==> config.mk <==
export PLATFORM = sky130hd
export DESIGN_NAME = adc_round_robin_conditioner_unit
export DESIGN_NICKNAME = d
export VERILOG_FILES = /design/src/arrc_pkg.sv /design/src/adc_round_robin_conditioner_unit.sv /design/src/arrc_dnl.sv /design/src/arrc_state.sv
export VERILOG_INCLUDE_DIRS = /design/src /design/src/src
export SDC_FILE = /design/constraint.sdc
export NUM_CORES = 1
export LEC_CHECK = 0
export ABC_CLOCK_PERIOD_IN_PS = 7350
export BUFFER_PORTS_ARGS = -buffer_cell sky130_fd_sc_hd__buf_2
export CORE_ASPECT_RATIO = 0.5
export CORE_UTILIZATION = 50
export CTS_CLUSTER_SIZE = 12
export DETAILED_ROUTE_END_ITERATION = 16
export PLACE_DENSITY = 0.75
export SYNTH_ARGS = -nofsm -noshare
export SYNTH_HDL_FRONTEND = slang
export SYNTH_SLANG_ARGS = --single-unit
==> constraint.sdc <==
create_clock -name clock -period 7.35 [get_ports clock]
set_input_delay 0.3675 -clock clock [delete_from_list [all_inputs] [get_ports clock]]
set_output_delay 0.3675 -clock clock [all_outputs]
set_load 0.05 [all_outputs]
==> src/adc_round_robin_conditioner_unit_macros.svh <==
// Assertion macros used by the conditioner state module.
`ifndef ADC_ROUND_ROBIN_CONDITIONER_UNIT_MACROS_SVH
`define ADC_ROUND_ROBIN_CONDITIONER_UNIT_MACROS_SVH

// Same-cycle implication, sampled on clock and disabled during reset.
`define ARRC_ASSERT_IMP(label, ante, cons) \
   label: assert property (@(posedge clock) disable iff (reset) (ante) |-> (cons)) \
      else $error("arrc same-cycle check failed");

// Next-cycle implication, sampled on clock and disabled during reset.
`define ARRC_ASSERT_NXT(label, ante, cons) \
   label: assert property (@(posedge clock) disable iff (reset) (ante) |=> (cons)) \
      else $error("arrc next-cycle check failed");

`endif

==> src/arrc_pkg.sv <==
// Shared types and constants of the ADC round-robin conditioner.
package arrc_pkg;

   typedef logic [1:0]  chan_type;
   typedef logic [11:0] sample_type;
   typedef logic [15:0] filter_type;
   typedef logic [2:0]  exp_type;
   typedef logic [6:0]  count_type;

   localparam chan_type CH_CV      = 2'd0;
   localparam chan_type CH_AUDIO_A = 2'd1;
   localparam chan_type CH_AUDIO_B = 2'd2;
   localparam chan_type CH_KNOB    = 2'd3;

   localparam int DNL_OFFSET    = 512;
   localparam int DNL_MODULUS   = 'h01FF;
   localparam int DNL_BUMP      = 4;
   localparam int SAMPLE_MAX    = 4095;
   localparam int DNL_MULT_MAX  = (SAMPLE_MAX + DNL_OFFSET) / DNL_MODULUS;

   localparam sample_type AUDIO_RESET = 12'd2048;
   localparam exp_type    EXP_MAX     = 3'd6;

   // One conditioned conversion handed to the state update.
   typedef struct packed {
      logic       valid;
      chan_type   channel;
      sample_type value;
      logic       trigger_active;
   } step_type;

   // Snapshot of all conditioned values after one step.
   typedef struct packed {
      sample_type cv_a;
      sample_type cv_b;
      sample_type knob_0;
      sample_type knob_1;
      sample_type knob_2;
      sample_type knob_3;
      sample_type audio_a;
      sample_type audio_b;
      chan_type   mux_select;
      logic       trigger_pulse;
   } result_type;

endpackage

==> src/adc_round_robin_conditioner_unit.sv <==
// A transaction accepted into the input register moves to the result register and appears on rsp_ (two registers).
// Throughput: one transaction per cycle while rsp_stall is not held; the input register and
// the result register together with the state update set this figure.
// Reset is synchronous and active high: both valid flags clear, filters go to zero,
// audio holds to mid-scale 2048, mux position, delay counter and exponent to zero.
module adc_round_robin_conditioner_unit (
   input  logic                 clock,
   input  logic                 reset,
   input  logic                 req_valid,
   output logic                 req_stall,
   input  arrc_pkg::chan_type   req_channel,
   input  arrc_pkg::sample_type req_sample,
   input  logic                 req_trigger_active,
   output logic                 rsp_valid,
   input  logic                 rsp_stall,
   output arrc_pkg::sample_type rsp_cv_a,
   output arrc_pkg::sample_type rsp_cv_b,
   output arrc_pkg::sample_type rsp_knob_0,
   output arrc_pkg::sample_type rsp_knob_1,
   output arrc_pkg::sample_type rsp_knob_2,
   output arrc_pkg::sample_type rsp_knob_3,
   output arrc_pkg::sample_type rsp_audio_a,
   output arrc_pkg::sample_type rsp_audio_b,
   output arrc_pkg::chan_type   rsp_mux_select,
   output logic                 rsp_trigger_pulse,
   input  logic                 csr_write_enable,
   input  arrc_pkg::exp_type    csr_write_data
);
   import arrc_pkg::*;

   logic       in_valid_ff;
   logic       in_valid_in;
   chan_type   in_channel_ff;
   sample_type in_sample_ff;
   logic       in_trigger_ff;
   logic       rsp_valid_ff;
   logic       rsp_valid_in;
   result_type rsp_data_ff;

   logic       accept;
   logic       advance;
   sample_type corrected;
   step_type   step;
   result_type result;

   // The held transaction moves on whenever the result register is empty or being drained.
   assign advance   = in_valid_ff && (!rsp_valid_ff || !rsp_stall);
   assign req_stall = in_valid_ff && !advance;
   assign accept    = req_valid && !req_stall;

   assign in_valid_in  = accept || (in_valid_ff && !advance);
   assign rsp_valid_in = advance || (rsp_valid_ff && rsp_stall);

   arrc_dnl u_dnl (
      .raw       (in_sample_ff),
      .corrected (corrected)
   );

   always_comb begin
      step.valid          = advance;
      step.channel        = in_channel_ff;
      step.value          = corrected;
      step.trigger_active = in_trigger_ff;
   end

   arrc_state u_state (
      .clock            (clock),
      .reset            (reset),
      .csr_write_enable (csr_write_enable),
      .csr_write_data   (csr_write_data),
      .step             (step),
      .result           (result)
   );

   always_ff @(posedge clock) begin
      if (reset) begin
         in_valid_ff  <= 1'b0;
         rsp_valid_ff <= 1'b0;
      end else begin
         in_valid_ff  <= in_valid_in;
         rsp_valid_ff <= rsp_valid_in;
      end
   end

   always_ff @(posedge clock) begin
      if (accept) begin
         in_channel_ff <= req_channel;
         in_sample_ff  <= req_sample;
         in_trigger_ff <= req_trigger_active;
      end
      if (advance) begin
         rsp_data_ff <= result;
      end
   end

   assign rsp_valid         = rsp_valid_ff;
   assign rsp_cv_a          = rsp_data_ff.cv_a;
   assign rsp_cv_b          = rsp_data_ff.cv_b;
   assign rsp_knob_0        = rsp_data_ff.knob_0;
   assign rsp_knob_1        = rsp_data_ff.knob_1;
   assign rsp_knob_2        = rsp_data_ff.knob_2;
   assign rsp_knob_3        = rsp_data_ff.knob_3;
   assign rsp_audio_a       = rsp_data_ff.audio_a;
   assign rsp_audio_b       = rsp_data_ff.audio_b;
   assign rsp_mux_select    = rsp_data_ff.mux_select;
   assign rsp_trigger_pulse = rsp_data_ff.trigger_pulse;

endmodule

==> src/arrc_dnl.sv <==
// DNL correction of one raw 12-bit ADC conversion.
module arrc_dnl (
   input  arrc_pkg::sample_type raw,
   output arrc_pkg::sample_type corrected
);
   import arrc_pkg::*;

   logic [12:0] shifted;
   logic        hit;
   logic [12:0] sum;

   always_comb begin
      shifted = {1'b0, raw} + 13'(DNL_OFFSET);
      // The offset sample is a multiple of the modulus for only a handful of values.
      hit = 1'b0;
      for (int k = 1; k <= DNL_MULT_MAX; k++) begin
         if (shifted == 13'(k * DNL_MODULUS)) begin
            hit = 1'b1;
         end
      end
      sum = {1'b0, raw} + (hit ? 13'(DNL_BUMP) : 13'd0)
            - {7'b0, shifted[12:10], 3'b000};
      corrected = sum[11:0];
   end

endmodule

==> src/arrc_state.sv <==
// Filter, audio hold, mux position and trigger delay state with its update.
module arrc_state (
   input  logic                 clock,
   input  logic                 reset,
   input  logic                 csr_write_enable,
   input  arrc_pkg::exp_type    csr_write_data,
   input  arrc_pkg::step_type   step,
   output arrc_pkg::result_type result
);
   import arrc_pkg::*;
   `include "adc_round_robin_conditioner_unit_macros.svh"

   exp_type    exp_ff;
   filter_type cv_filter_ff [2];
   filter_type cv_filter_in [2];
   filter_type knob_filter_ff [4];
   filter_type knob_filter_in [4];
   sample_type audio_hold_ff [2];
   sample_type audio_hold_in [2];
   chan_type   mux_pos_ff;
   chan_type   mux_pos_in;
   count_type  delay_count_ff;
   count_type  delay_count_in;

   filter_type  cv_cur;
   filter_type  knob_cur;
   logic [19:0] cv_sum;
   logic [23:0] knob_sum;
   exp_type     exp_sat;
   count_type   load_value;
   count_type   count_mid;
   logic        pulse;

   always_comb begin
      cv_filter_in   = cv_filter_ff;
      knob_filter_in = knob_filter_ff;
      audio_hold_in  = audio_hold_ff;
      mux_pos_in     = mux_pos_ff;
      delay_count_in = delay_count_ff;
      pulse          = 1'b0;

      cv_cur   = cv_filter_ff[mux_pos_ff[0]];
      knob_cur = knob_filter_ff[mux_pos_ff];
      cv_sum   = ({4'b0, cv_cur} << 3) - {4'b0, cv_cur} + {4'b0, step.value, 4'b0000};
      knob_sum = ({8'b0, knob_cur} << 7) - {8'b0, knob_cur}
                 + {8'b0, step.value, 4'b0000};

      exp_sat    = (exp_ff > EXP_MAX) ? EXP_MAX : exp_ff;
      load_value = (exp_sat == 3'd0) ? 7'd1 : ((7'd1 << exp_sat) + 7'd1);
      count_mid  = step.trigger_active ? load_value : delay_count_ff;

      if (step.valid) begin
         unique case (step.channel)
            CH_CV: begin
               cv_filter_in[mux_pos_ff[0]] = cv_sum[18:3];
            end
            CH_AUDIO_A: begin
               audio_hold_in[0] = step.value;
            end
            CH_AUDIO_B: begin
               audio_hold_in[1] = step.value;
            end
            CH_KNOB: begin
               knob_filter_in[mux_pos_ff] = knob_sum[22:7];
               mux_pos_in = mux_pos_ff + 2'd1;
               delay_count_in = count_mid;
               if (count_mid != 7'd0) begin
                  delay_count_in = count_mid - 7'd1;
                  pulse = (delay_count_in == 7'd0);
               end
            end
            default: begin
            end
         endcase
      end
   end

   always_ff @(posedge clock) begin
      if (reset) begin
         exp_ff            <= 3'd0;
         cv_filter_ff[0]   <= '0;
         cv_filter_ff[1]   <= '0;
         knob_filter_ff[0] <= '0;
         knob_filter_ff[1] <= '0;
         knob_filter_ff[2] <= '0;
         knob_filter_ff[3] <= '0;
         audio_hold_ff[0]  <= AUDIO_RESET;
         audio_hold_ff[1]  <= AUDIO_RESET;
         mux_pos_ff        <= 2'd0;
         delay_count_ff    <= 7'd0;
      end else begin
         if (csr_write_enable) begin
            exp_ff <= csr_write_data;
         end
         cv_filter_ff   <= cv_filter_in;
         knob_filter_ff <= knob_filter_in;
         audio_hold_ff  <= audio_hold_in;
         mux_pos_ff     <= mux_pos_in;
         delay_count_ff <= delay_count_in;
      end
   end

   // The snapshot reflects the state after this step.
   assign result.cv_a          = cv_filter_in[0][15:4];
   assign result.cv_b          = cv_filter_in[1][15:4];
   assign result.knob_0        = knob_filter_in[0][15:4];
   assign result.knob_1        = knob_filter_in[1][15:4];
   assign result.knob_2        = knob_filter_in[2][15:4];
   assign result.knob_3        = knob_filter_in[3][15:4];
   assign result.audio_a       = audio_hold_in[0];
   assign result.audio_b       = audio_hold_in[1];
   assign result.mux_select    = mux_pos_in;
   assign result.trigger_pulse = pulse;

   `ARRC_ASSERT_NXT(a_mux_hold, step.valid && step.channel != CH_KNOB, $stable(mux_pos_ff))
   `ARRC_ASSERT_NXT(a_mux_advance, step.valid && step.channel == CH_KNOB,
                    mux_pos_ff == $past(mux_pos_ff) + 2'd1)
   `ARRC_ASSERT_IMP(a_pulse_knob_only, pulse, step.valid && step.channel == CH_KNOB)
   `ARRC_ASSERT_IMP(a_pulse_no_delay,
                    step.valid && step.channel == CH_KNOB && step.trigger_active
                    && exp_ff == 3'd0, pulse)

endmodule

# Word-level counts from Yosys, hierarchy flattened
# Cells that the tools add are included.
classes:
  multipliers: 0
  reduce_logical: 20
  muxes: 35
  addsub: 10
  n_eq_ne: 12
  shifts: 1
  div: 0
  bitwise: 2
  magnitude_cmp: 5
op_table:
  columns: ["op", "count"]
  rows:
  - ["$mux 64", 2]
  - ["$mux 16", 7]
  - ["$bwmux 64", 1]
  - ["$mux 32", 2]
  - ["$eq 13x12->1 const B", 4]
  - ["$bmux 16 s2", 1]
  - ["$bwmux 32", 1]
  - ["$demux 16 s2", 1]
  - ["$eq 13x11->1 const B", 2]
  - ["$mux 12", 2]
  - ["$mux 24", 1]
  - ["$add 23x16->23", 1]
  - ["$sub 23x16->23", 1]
  - ["$mux 7", 3]
  - ["$add 19x16->19", 1]
  - ["$sub 19x16->19", 1]
  - ["$demux 16 s1", 1]
  - ["$add 12x10->13 const B", 1]
  - ["$eq 13x10->1 const B", 1]
  - ["$eq 13x13->1 const B", 1]
  - ["$eq 13x9->1 const B", 1]
  - ["$add 12x12->12", 1]
  - ["$sub 12x6->12", 1]
  - ["$mux 1", 9]
  - ["other kinds (23)", 38]
totals:
  mem_count: 0
  out_inout_bits: 101
  mem_bits_rw: 0
  input_bits: 23
  latch_bits: 0
  romBits: 0
  wordCells: 117
  ff_bits: 248

# Depth between registers and ports, before layout
logic_depth:
  ltp_word: 18
  depth_mapped: 26
  depth_no_buf: 25

# Modules after synthesis
# Synthesis repeated with hierarchy kept, for this count alone.
hier_totals:
  cells_unflattened: 1342
  hier_area_um2: 12992.5
modules_own_cells:
  columns: ["mod", "cells_per_inst", "n_inst", "area_per_inst_um2", "seq_area_each_um2"]
  rows:
  - ["arrc_state", 1117, 1, 8763.4, 2642.5]
  - ["adc_round_robin_conditioner_unit", 124, 1, 3509.6, 3463.3]
  - ["arrc_dnl", 101, 1, 719.4, 0.0]

# Worst setup path after synthesis
# Ideal clock, no wire load.
synth_path:
  kind: "reg-to-reg"
  from: "reg in_sample_ff[9]"
  to: "reg rsp_data_ff, in the netlist rsp_knob_1[9] (data pin)"
  t_required_ns: 7.084
  t_arrival_ns: 5.685
  setup_slack_ns: 1.399
  setup_ns: 0.266
  period_less_slack_ns: 5.951
  path_stages_with_launch: 24
  path_buffers: 1
  path_cell_list: "edfxtp_1 -> ha_1 -> inv_1 -> nor3_1 -> a31oi_1 -> or3_1 -> ha_1 -> inv_1 -> ha_1 -> o21bai_1 -> a21oi_1 -> o21ai_0 -> a2111oi_0 -> o21ai_0 -> and2_1 -> fa_1 -> ha_1 -> a21oi_1 -> o221ai_1 -> o21a_4 -> o31a_1 -> buf_4 -> xnor2_2 -> o21ai_1"
synth_lines:
  columns: ["item", "line", "source"]
  rows:
  - ["start, declared", "adc_round_robin_conditioner_unit.sv:34", "sample_type in_sample_ff;"]
  - ["start signal, assigned", "adc_round_robin_conditioner_unit.sv:88", "in_sample_ff <= req_sample;"]
  - ["end signal, assigned", "adc_round_robin_conditioner_unit.sv:92", "rsp_data_ff <= result;"]
  - ["end, declared", "adc_round_robin_conditioner_unit.sv:38", "result_type rsp_data_ff;"]

==> run summary <==
Buf/Inv on CP: 2
family with the most delay on the worst path: compound AO/OA/AOI/OAI gates
DRC violations left: 0
vias in the first global route: 9423
initial antenna violation count: 0
synthesis-to-layout area growth: 14.7%
wire length per cell: 17.8 um
largest net degree at the start of global routing: 81
syn_nets: 1321
Netlist cell types: 65
Crit Path Class: flop to flop
TritonCTS clock tree: built
clock share of power: 28.8%
setup TNS: 0 ps
global-route wire length before repair: 48200 um
Worst path slowest cell: a2111oi_0
Overall Power: 4.12 mW
dominant synthesized flop cell: dfxtp_1
Seq pwr share: 37.2%
Remaining Overflow, GRT: 0
Least-Margin Pin Slew: 1290 ps
DR iter-0 viols: 681
Core Footprint: 0.0243 mm2
placed inst area: 0.0135 mm2
vias per inst: 5.74
Tmin final: 6860 ps
setup ws final: 494 ps
Req. time, crit path: 7620 ps
# rows: 40
Initial Util: 51.6%
Fillers: 2010
Final ANT Viol Nets: 0
worst-case clock buffer depth: 3
post-synthesis async set-or-reset flop share: 0%
Die Wd: 226 um
switch share: 35.6%
TritonCTS Sinks: 248
Die ar.: 0.0258 mm2
drt first pass iters: 6
slowest stage delay, CP: 590 ps
yosys warns: 0
Die Y: 114 um
Final period util: 93.3%
placed insts: 1638
type of origin of the critical path: flop
maxcap violations: 0
Finished Cell Area: 0.0144 mm2
Max VDD drop: 0.170 mV
cell mode on critical path: ha_1
Fin. Hold Viols: 0
I/O pins: 124
slew margin rel.: 14.0%
internal power: 2.65 mW
Worst Skew: 21.5 ps
final hold slack: 53.6 ps
Critical Path, Cell by Cell: ha_1, inv_1, nor3_1, a31oi_1, or3_1, ha_1, inv_1, ha_1, o21bai_1, a21oi_1, o21ai_0, a2111oi_0, o21ai_0, and2_1, fa_1, ha_1, a21oi_1, o221ai_1, o21a_4, o31a_1, xnor2_2, o21ai_1
share of cells above drive strength 1: 16.6%
post-synthesis instance total: 1217
GRT Total Usage: 23.7%
H-tree levels: 1
vias: 9745
CP Capture Type: flop
area of the mapped netlist: 0.0125 mm2
CTS root buffer: clkbuf_16
Min-Delay Path Class: input pin to flop
sw power: 1.47 mW
pwr dens: 286 mW/mm2
Worst-Skew Late Latency: 550 ps
sequential share of the synthesized area: 48.7%
Pleak: 5.84 nW
Antenna Diode Count: 0
Final Setup Violations: 0
placer congestion estimate: 0.918
RSZ-0062 raised after global routing: no
Comb pwr share: 34.0%
CP Max Fanout: 8
Post-Syn Area per Cell: 10.3 um2
TritonCTS Buffers: 25
DP Wirelength: 21100 um
final core utilization: 59.2%
pre-CTS setup slack: 533 ps
crit path DAT: 7120 ps
Clk pin slew, worst setup/hold paths: 60 ps
postcts setup bufs: 0
final net count: 1448
Yosys reg bits: 248
max-slew violations: 0
IO Port Bufs: 123
final wirelength: 30300 um
status: finished, final reports clean
Post-synth EDFFs: 114
fmax: 0.146 GHz
Finished Layout Cells: 1698
[worst register-to-register path, cell delays in order (launching register included)]
cell and delay, ps:
edfxtp_1 480, ha_1 420, inv_1 140, nor3_1 190, a31oi_1 60, or3_1 390
ha_1 290, inv_1 60, ha_1 300, o21bai_1 70, a21oi_1 210, o21ai_0 170
a2111oi_0 590, o21ai_0 270, and2_1 310, fa_1 510, ha_1 390, a21oi_1 220
o221ai_1 260, o21a_4 310, o31a_1 400, xnor2_2 410, o21ai_1 140
[power by group through the flow]
stage                     Combinational (mW)  Clock (mW)  Sequential [mW]
after global placement                  1.32           0             1.56
after detailed placement                1.36           0             1.56
after floorplan                        0.947           0             1.65
final                                   1.40        1.19             1.53
after CTS                               1.37        1.20             1.53
after global routing                    1.52        1.26             1.54
[sequential cells by signal (all words and copies together), names as in the netlist, named ones only]
register,cells
u_state.knob_filter_ff,48
u_state.audio_hold_ff,24
u_state.cv_filter_ff,24
in_sample_ff,12
rsp_audio_a,12
rsp_audio_b,12
rsp_cv_a,12
rsp_cv_b,12
rsp_knob_0,12
rsp_knob_1,12
rsp_knob_2,12
rsp_knob_3,12
u_state.delay_count_ff,7
u_state.exp_ff,3
in_channel_ff,2
rsp_mux_select,2
u_state.mux_pos_ff,2
in_trigger_ff,1
in_valid_ff,1
rsp_trigger_pulse,1
rsp_valid,1
[logic make-up (layout without fill, tap and decap cells)]
logic type | after synthesis | count (layout) | synth area share, %
flip-flops | 248 | 248 | 48.7
adder cells (fa/ha/maj) | 81 | 81 | 9.33
multiplexers | 70 | 70 | 7.48
XOR/XNOR | 33 | 33 | 2.36
AND/OR/NAND/NOR | 446 | 446 | 17.3
AO/OA/AOI/OAI | 232 | 232 | 11.6
buffers and inverters | 107 | 252 | 3.29
[Yosys cell counts (all sizes together), types with 6 or more instances]
cell type	n	share of area (%)
nand2	188	5.6
nand4	10	0.50
xor2	13	0.91
and2	10	0.50
o21ai	50	2.0
and3	11	0.55
xnor2	20	1.5
nor3	16	0.64
a21oi	86	3.4
dfxtp	134	21
nor2	64	1.9
clkbuf	45	1.3
a21o	15	0.90
fa	21	3.3
mux2	30	2.7
nand3b	16	0.96
edfxtp	114	27
mux4	16	2.9
nand2b	8	0.40
or3	8	0.40
nor2b	54	2.7
nand3	30	1.2
a31oi	19	0.95
inv	56	1.7
nor3b	6	0.36
nor4	11	0.67
o31ai	8	0.48
ha	60	6.0
mux2i	24	1.9
[layer usage]
layer | wire length (um) | global-route usage, % | vias up | part of all wire (%)
met5 | 0 | 0 | - | 0
met4 | 786 | 6.44 | 0 | 2.6
met3 | 1520 | 4.20 | 67 | 5.0
met2 | 14700 | 41.4 | 286 | 48
met1 | 13300 | 30.4 | 4799 | 44
li1 | - | - | 4593 | -
[path summary, 6_finish.rpt]
check                  startpoint             to  slack, ps  cells past startpoint
setup / recovery  in_sample_ff[9]  rsp_knob_2[9]        490                     22
hold / removal          req_valid    in_valid_ff         50                      3
setup reg to reg  in_sample_ff[9]  rsp_knob_2[9]        490                     22
hold reg to reg              flop           flop        450                      2
[layout make-up]
class / instances / area [um2] / area share, %
well taps: 336 / 420 / 2.92
repair buffers: 150 / 858 / 5.96
clock inverters: 4 / 22.5 / 0.156
inverters: 57 / 216 / 1.50
clock buffers: 41 / 716 / 4.97
flip-flops and latches: 248 / 6110 / 42.4
multi-input cells: 862 / 6050 / 42.0
[layout by cell type, fill, tap and decap left out, drive strengths merged, types with 6 or more instances in the layout]
cell type      n
nand2        188
xnor2         20
nor3b          6
xor2          13
ha            60
mux2i         24
and2          10
fa            21
dlygate4sd3   15
nor2          64
clkbuf        41
a21oi         86
edfxtp       114
nand2b         8
inv           57
mux4          16
nand3         30
dfxtp        134
nand4         10
a31oi         19
a21o          15
and3          11
nor3          16
nor4          11
o31ai          8
buf          135
nand3b        16
nor2b         54
o21ai         50
or3            8
mux2          30
[timing repair]
action                                  CTS  global route
hold buffers                             15             0
endpoints found under the setup margin    0             1
gates resized for setup                   0             1
endpoints found under the hold margin    15             0
No activity file was read; power rests on OpenSTA's default activity.
